===== config.mk =====
export PLATFORM = sky130hd
export DESIGN_NAME = pwi_merge
export DESIGN_NICKNAME = d
export VERILOG_FILES = /design/src/rtl/core/pwi_pkg.sv /design/src/rtl/core/pwi_merge.sv
export SDC_FILE = /design/constraint.sdc
export NUM_CORES = 2
export LEC_CHECK = 0
export BUFFER_PORTS_ARGS = -buffer_cell sky130_fd_sc_hd__buf_2
export CORE_UTILIZATION = 63
export CTS_CLUSTER_DIAMETER = 80
export CTS_CLUSTER_SIZE = 28
export DETAILED_ROUTE_END_ITERATION = 8
export GPL_TIMING_DRIVEN = 0
export PLACE_DENSITY = 0.84
export SKIP_LAST_GASP = 1
export SLEW_MARGIN = 20
export SYNTH_ARGS = -nofsm -noshare
export SYNTH_HDL_FRONTEND = slang
export SYNTH_SLANG_ARGS = --single-unit

===== constraint.sdc =====
create_clock -name i_clk -period 9.1 [get_ports i_clk]
set_input_delay 0.455 -clock i_clk [delete_from_list [all_inputs] [get_ports i_clk]]
set_output_delay 0.455 -clock i_clk [all_outputs]
set_load 0.005 [all_outputs]

===== src/rtl/core/pwi_pkg.sv =====
`default_nettype none
package pwi_pkg;

    localparam int VEL_W      = 32;
    localparam int NRM_W      = 18;
    localparam int COEF_W     = 16;
    localparam int CNT_W      = 32;
    localparam int MODE_W     = 2;
    localparam int CFG_IDX_W  = 2;
    localparam int CFG_DATA_W = 16;
    localparam int NUM_LANES  = 3;

    localparam int NRM_FRAC  = 16;
    localparam int COEF_FRAC = 15;

    // datapath widths, sized for the worst case of the input ranges
    localparam int U_W   = VEL_W + 1;
    localparam int PD_W  = U_W + NRM_W;
    localparam int DOT_W = PD_W + 2;
    localparam int UN_W  = 37;
    localparam int EC_W  = COEF_W + 2;
    localparam int SCP_W = EC_W + UN_W;
    localparam int SC_W  = 40;
    localparam int PN_W  = UN_W + NRM_W;
    localparam int TD_W  = PN_W + 1;
    localparam int UT_W  = 40;
    localparam int RN_W  = SC_W + NRM_W;
    localparam int R_W   = 42;
    localparam int FC_W  = COEF_W + 1;
    localparam int FP_W  = FC_W + UT_W;
    localparam int SUM_W = R_W + 2;

    localparam logic [MODE_W-1:0] MODE_ESCAPE  = 2'd0;
    localparam logic [MODE_W-1:0] MODE_STICK   = 2'd1;
    localparam logic [MODE_W-1:0] MODE_REBOUND = 2'd2;

    localparam logic [CFG_IDX_W-1:0] REG_MODE        = 2'd0;
    localparam logic [CFG_IDX_W-1:0] REG_RESTITUTION = 2'd1;
    localparam logic [CFG_IDX_W-1:0] REG_FRICTION    = 2'd2;

    localparam logic [MODE_W-1:0] MODE_RESET        = MODE_REBOUND;
    localparam logic [COEF_W-1:0] ONE_Q15           = 16'd32768;
    localparam logic [COEF_W-1:0] RESTITUTION_RESET = ONE_Q15;
    localparam logic [COEF_W-1:0] FRICTION_RESET    = 16'd0;

    typedef enum logic [2:0] {
        ST_IDLE,
        ST_MUL,
        ST_SUM,
        ST_SCALE,
        ST_TANG,
        ST_FRIC,
        ST_DONE
    } t_state;

    typedef enum logic [1:0] {
        KIND_PASS,
        KIND_ZERO,
        KIND_REBOUND
    } t_kind;

    typedef struct packed {
        logic load;
        logic mul;
        logic sum;
        logic scale;
        logic tang;
        logic fric;
    } t_lane_ctl;

endpackage
`default_nettype wire


===== src/rtl/core/pwi_merge.sv =====
`default_nettype none
module pwi_merge (
    input  logic                                i_clk,
    input  pwi_pkg::t_lane_ctl                  i_ctl,
    input  logic signed [pwi_pkg::PD_W-1:0]     i_pd [pwi_pkg::NUM_LANES],
    input  logic        [pwi_pkg::COEF_W-1:0]   i_restitution,
    output logic signed [pwi_pkg::UN_W-1:0]     o_un,
    output logic signed [pwi_pkg::SC_W-1:0]     o_sc
);

    localparam int DOT_W = pwi_pkg::DOT_W;
    localparam int UN_W  = pwi_pkg::UN_W;
    localparam int EC_W  = pwi_pkg::EC_W;
    localparam int SCP_W = pwi_pkg::SCP_W;
    localparam int SC_W  = pwi_pkg::SC_W;
    localparam int NFRAC = pwi_pkg::NRM_FRAC;
    localparam int CFRAC = pwi_pkg::COEF_FRAC;

    logic signed [UN_W-1:0]  r_un;
    logic signed [SC_W-1:0]  r_sc;

    logic signed [DOT_W-1:0] dot_c;
    logic signed [UN_W-1:0]  un_c;
    logic signed [EC_W-1:0]  ec_c;
    logic signed [SCP_W-1:0] scp_c;
    logic signed [SC_W-1:0]  sc_c;

    always_comb begin
        dot_c = DOT_W'(1) <<< (NFRAC - 1);
        for (int k = 0; k < pwi_pkg::NUM_LANES; k++) begin
            dot_c = dot_c + DOT_W'(i_pd[k]);
        end
        un_c  = UN_W'(dot_c >>> NFRAC);
        // scale is 1 + e
        ec_c  = signed'({2'b00, i_restitution}) + signed'({2'b00, pwi_pkg::ONE_Q15});
        scp_c = SCP_W'(ec_c) * SCP_W'(r_un) + (SCP_W'(1) <<< (CFRAC - 1));
        // only a normal component moving into the wall is reflected
        if (!r_un[UN_W-1] && (|r_un)) begin
            sc_c = SC_W'(scp_c >>> CFRAC);
        end else begin
            sc_c = '0;
        end
    end

    always_ff @(posedge i_clk) begin
        if (i_ctl.sum) begin
            r_un <= un_c;
        end
        if (i_ctl.scale) begin
            r_sc <= sc_c;
        end
    end

    assign o_un = r_un;
    assign o_sc = r_sc;

endmodule
`default_nettype wire


======== Word level (Yosys, flattened, before mapping) ========
Index checks and enable logic that the tools add are counted.
W data, S select, Z words.
word-level totals
  memory bits (read-only) ................. 0
  memories ................................ 0
  bits in registers ....................... 77
  memory bits (writable) .................. 0
  output and inout bits ................... 77
  bits in latches ......................... 0
  input bits .............................. 176
  word-level logic and storage cells ...... 11
operators by class
  multipliers ............................. 1
  shifts and indexed selects .............. 0
  reduce and logical (&&, ||, !) cells .... 3
  equality and inequality tests ........... 0
  magnitude comparators ................... 0
  multiplexer cells ....................... 0
  bitwise operators ....................... 0
  add/sub/neg operators ................... 5
  div/mod/pow operators ................... 0
operators by type and width
  operator                  count
  $add A55 B16 Y55 const B  1
  $mul A18 B37 Y55          1
  $add A52 B51 Y53          1
  $add A53 B51 Y53          1
  $add A17 B51 Y52 const A  1
  $reduce_or A37 Y1         1
  $add A16 B16 Y17 const B  1
  $logic_and A1 B1 Y1       1
  $logic_not A1 Y1          1

======== Depth between registers and ports, before layout ========
  depth in word-level cells ............... 3
  depth in mapped cells ................... 26

======== Worst setup path before layout ========
No wires, ideal clock.
  path kind ............................... in2reg
  start ................................... in i_restitution[9] (netlist name)
  end ..................................... reg r_sc[33] (netlist: o_sc[33]) (data pin)
  stages .................................. 24
  slack ................................... 2414 ps
  arrival ................................. 6424 ps
  path buffers ............................ 2
  cell sequence ........................... clkbuf_1 clkbuf_1 nand2_1 fa_1 inv_1 fa_1 inv_1 fa_1 inv_1 fa_1 fa_1 inv_1 fa_1 inv_1 ha_1 a211o_1 a21oi_1 o221ai_2 or4_4 and4_4 nor2_2 o21ai_2 a31oi_1 mux2_1
on the way
  cells in the longest elaborated chain, start to end .. 3
ends and longest elaborated chain
  what                  RTL line         text
  start, declared       pwi_merge.sv:6   input logic [pwi_pkg::COEF_W-1:0] i_restitution,
  $add A16 B16 Y17      pwi_merge.sv:35  ec_c = signed'({2'b00, i_restitution}) + signed'({2'b00, pwi_pkg::ONE_Q15});
  $mul A18 B37 Y55      pwi_merge.sv:36  scp_c = SCP_W'(ec_c) * SCP_W'(r_un) + (SCP_W'(1) <<< (CFRAC - 1));
  $add A55 B16 Y55      pwi_merge.sv:36
  end signal, assigned  pwi_merge.sv:50  r_sc <= sc_c;
  end, declared         pwi_merge.sv:20  logic signed [SC_W-1:0] r_sc;
Every way passes these cells.
A chain may end at the register's enable or synchronous reset.

======== Worst setup path after layout ========
  start ................................... reg r_un[11] (netlist: o_un[11])
  end ..................................... reg r_sc[36] (netlist: o_sc[36]) (data pin)
on the way
  cells in the longest elaborated chain, start to end .. 2
  elaborated cells between the ends (all ways) .. 4
  those cells by class .................... 1 x add/sub; 1 x mul; 2 x reduce/logical
ends and longest elaborated chain
  what                                                     RTL line                          text
  start, declared                                          pwi_merge.sv:19                   logic signed [UN_W-1:0] r_un;
  start signal, assigned                                   pwi_merge.sv:47                   r_un <= un_c;
  $mul A18 B37 Y55 or $reduce_or A37 Y1 (tied branches)    pwi_merge.sv:36, pwi_merge.sv:38
  $add A55 B16 Y55 or $logic_and A1 B1 Y1 (tied branches)  pwi_merge.sv:36, pwi_merge.sv:38
Several ways; a longest one is shown, not always the timed one.

==> results.py <==
metrics = {
    "status": {
        "outcome": "finished clean",
    },
    "drt": {
        "drt_iter0_markers": 1846,
        "wl_mm": 81.6,
        "drc": 0,
        "vias": 21600,
        "ant_nets": 0,
        "first_pass_iters": 6,
        "viasPerCell": 5.78,
        "wl_per_cell_um": 21.8,
    },
    "setup_path": {
        "reg2reg_slack_ns": 0.82,
        "cp_max_fo": 10,
        "r2r_cells": 21,
        "reg2reg_from": "o_un[11]",
        "max_stage_delay_ns": 0.93,
        "slowest_stage": "edfxtp_1",
        "critical_path.most_common_cell": "fa_1",
        "crit_type": "flip-flop to flip-flop",
        "worst_ep_required_time_ns": 9.21,
        "cp_cell_sequence": "clkbuf_1 > nand2_1 > fa_1 > inv_1 > fa_1 > fa_1 > inv_1 > fa_1 > fa_1 > fa_1 > inv_1 > ha_1 > nand4_1 > or2_4 > o221ai_2 > nor4_1 > nor4_2 > o21bai_2 > a211o_1 > a31oi_1 > nor3b_1",
        "start_kind": "flip-flop",
        "reg2reg_to": "o_sc[36]",
        "arrival_ns": 8.39,
        "crit_path_end_kind": "flip-flop",
    },
    "logic_synthesis": {
        "synth_top_area_cell": "fa_1",
        "yosys-top-cells-count": "663 x inv_1, 610 x fa_1, 333 x nand2_1",
        "synth-async-reset-ratio_pct": 0,
        "synth_nets": 3942,
        "synth_ff_type": "edfxtp_1",
        "synthTopCellsByArea": "fa_1 45%, ha_1 12%, inv_1 9.1%, edfxtp_1 8.4%, and2_1 6.3%",
        "ys.warnings.count": 0,
        "yosysMostFrequentCell": "inv_1",
        "postSynthCellCount": 2893,
        "netlist_area_um2": 27400,
        "synth.avg_cell_area_um2": 9.47,
        "synth_edf_count": 77,
        "synth_cell_types": 68,
        "synth-seq-cells": 77,
        "synth_top_area_share_pct": 44.6,
        "seq_area_frac_synth_pct": 8.44,
    },
    "clock_network": {
        "cts_setup_buffers": 0,
        "cts_resized": 0,
        "cts_max_level": 3,
        "cts_sinks": 77,
        "clk_path_buf_depth": 2,
        "path_clk_slew_ns": 0.07,
        "numCtsBuffers": 9,
        "root_buffer": "clkbuf_16",
        "clock_latency_ns": 0.40,
        "postCtsHoldBufs": 0,
        "cts_tree": "built",
    },
    "final_layout": {
        "fin_nets": 4193,
        "fin_area_um2": 29700,
        "area_delta_synth_final_pct": 8.27,
        "fillers": 3423,
        "drive_gt1_share_pct": 9.97,
    },
    "sta": {
        "maxSlewViolCount": 0,
        "max_freq_mhz": 121,
        "period_share_pct": 91.0,
        "hold_viol": 0,
        "worst_pin_slew_ns": 1.12,
        "slew-limit-headroom_pct": 25.4,
        "rsz0062_at_grt": "false",
        "fin_worst_skew_ns": 0.00935,
        "period_needed_ns": 8.28,
        "finalSetupViolCount": 0,
    },
    "global_route": {
        "globalRouteTotalUtil_pct": 38.9,
        "grt_max_degree": 41,
        "overflow": 0,
        "grt_pass1_vias": 23600,
        "grt_pass1_wl_mm": 128,
        "antenna_found_initial": 5,
    },
    "floorplan": {
        "fp.dieArea_um2": 44300,
        "initial_utilization_pct": 63.8,
        "die_x_um": 211,
        "fp.coreArea_um2": 43000,
        "fp.dieH_um": 211,
        "io_pins": 253,
        "std_cell_rows": 76,
    },
    "hold_path": {
        "hold_path.class": "input pin to flip-flop",
        "hold_path_end": "o_un[2]",
        "holdCritStartpoint": "i_ctl[3]",
        "min_path_cells": 1,
    },
    "place": {
        "dp_hpwl_mm": 67.1,
        "io_buffers": 239,
        "dpl_cell_area_um2": 29300,
        "gp_congestion": 1.01,
    },
    "run": {
        "cap_violations": 0,
    },
}
-- cell families (layout without fill, tap and decap cells) --
group	count (synthesis)	after routing	share of synthesized area [%]
fa+ha+maj	873	873	56.6
other cells	1	5	0.0137
mux	38	38	1.55
flops	77	77	8.44
xor+xnor	70	70	2.24
compound gates	235	235	5.55
simple gates	798	798	14.6
buf+inv	801	1057	11.0
-- per-stage QoR --
| step | setup TNS, ns | setup WS, ns | hold WS [ns] | instances | utilization, % |
|---|---|---|---|---|---|
| finish | 0 | 0.823 | 0.718 | 3738 | 69.0 |
| global route | 0 | 0.703 | 0.749 | 3735 | 69.0 |
| CTS | 0 | 1.06 | 0.709 | 3734 | 69.0 |
| detailed placement | 0 | 0.689 | 0.844 | 3718 | 68.3 |
| global placement | -0.0217 | -0.0217 | 0.846 | 3717 | 68.2 |
| floorplan | 0 | 2.41 | 0.567 | 2893 | - |
-- state kept, by name, indices dropped and copies added (netlist names) --
register  flops
o_sc         40
o_un         37
-- area by class of cell --
type | count | area, µm² | area share, %
diodes | 4 | 10.0 | 0.0337
plain buffers | 138 | 529 | 1.78
inverters | 663 | 2490 | 8.39
repair buffers | 240 | 1200 | 4.06
multi-input cells | 2015 | 22100 | 74.4
clock inverters | 7 | 86.3 | 0.291
flip-flops and latches | 77 | 2310 | 7.79
clock buffers | 9 | 225 | 0.759
well taps | 585 | 732 | 2.47
-- placed cells by master (no fill, tap or decap), drive strengths merged, types with 6 or more instances in the layout --
cell type | synthesis | routed
a211oi | 6 | 6
a21o | 40 | 40
a21oi | 82 | 82
a31oi | 10 | 10
and2 | 275 | 275
and3 | 12 | 12
and4 | 8 | 8
buf | 8 | 247
clkbuf | 130 | 140
edfxtp | 77 | 77
fa | 610 | 610
ha | 263 | 263
inv | 663 | 667
mux2 | 35 | 35
nand2 | 333 | 333
nand2b | 6 | 6
nand3 | 12 | 12
nand4 | 21 | 21
nor2 | 65 | 65
nor2b | 11 | 11
nor3 | 22 | 22
nor4 | 15 | 15
o211ai | 8 | 8
o21a | 15 | 15
o21ai | 33 | 33
o21bai | 8 | 8
o31ai | 7 | 7
or2 | 6 | 6
xnor2 | 50 | 50
xor2 | 20 | 20
-- metal layers --
metal / global-route usage (%) / part of all wire, % / vias up
li1: - / - / 9266
met3: 9.22 / 10 / 348
met4: 23.3 / 6.9 / 2
met5: 0 / 0.0098 / -
met1: 47.9 / 36 / 10700
met2: 62.8 / 46 / 1273
-- worst max-delay path: cells and delay by family (launching register included) --
kind / cells / cell delay, ns
adders and majority gates: 7 / 3.40
and+or+nand+nor: 6 / 1.65
AOI/OAI and AO/OA: 4 / 1.17
DFF: 1 / 0.93
buffers and inverters: 4 / 0.83
-- worst max-delay path by stage --
stage                      start       end  slack, ns  cells after the start
2_1_floorplan   i_restitution[9]  o_sc[33]       2.41                     24
3_3_place_gp   i_restitution[10]  o_sc[39]      -0.02                     21
3_5_place_dp   i_restitution[10]  o_sc[36]       0.69                     22
4_1_cts                 o_un[11]  o_sc[36]       1.06                     21
5_1_grt                 o_un[11]  o_sc[36]       0.70                     21
6_report                o_un[11]  o_sc[36]       0.82                     21
Power is not shown: default switching activity piles up to over one toggle a cycle in this logic, so the estimate is an artifact.
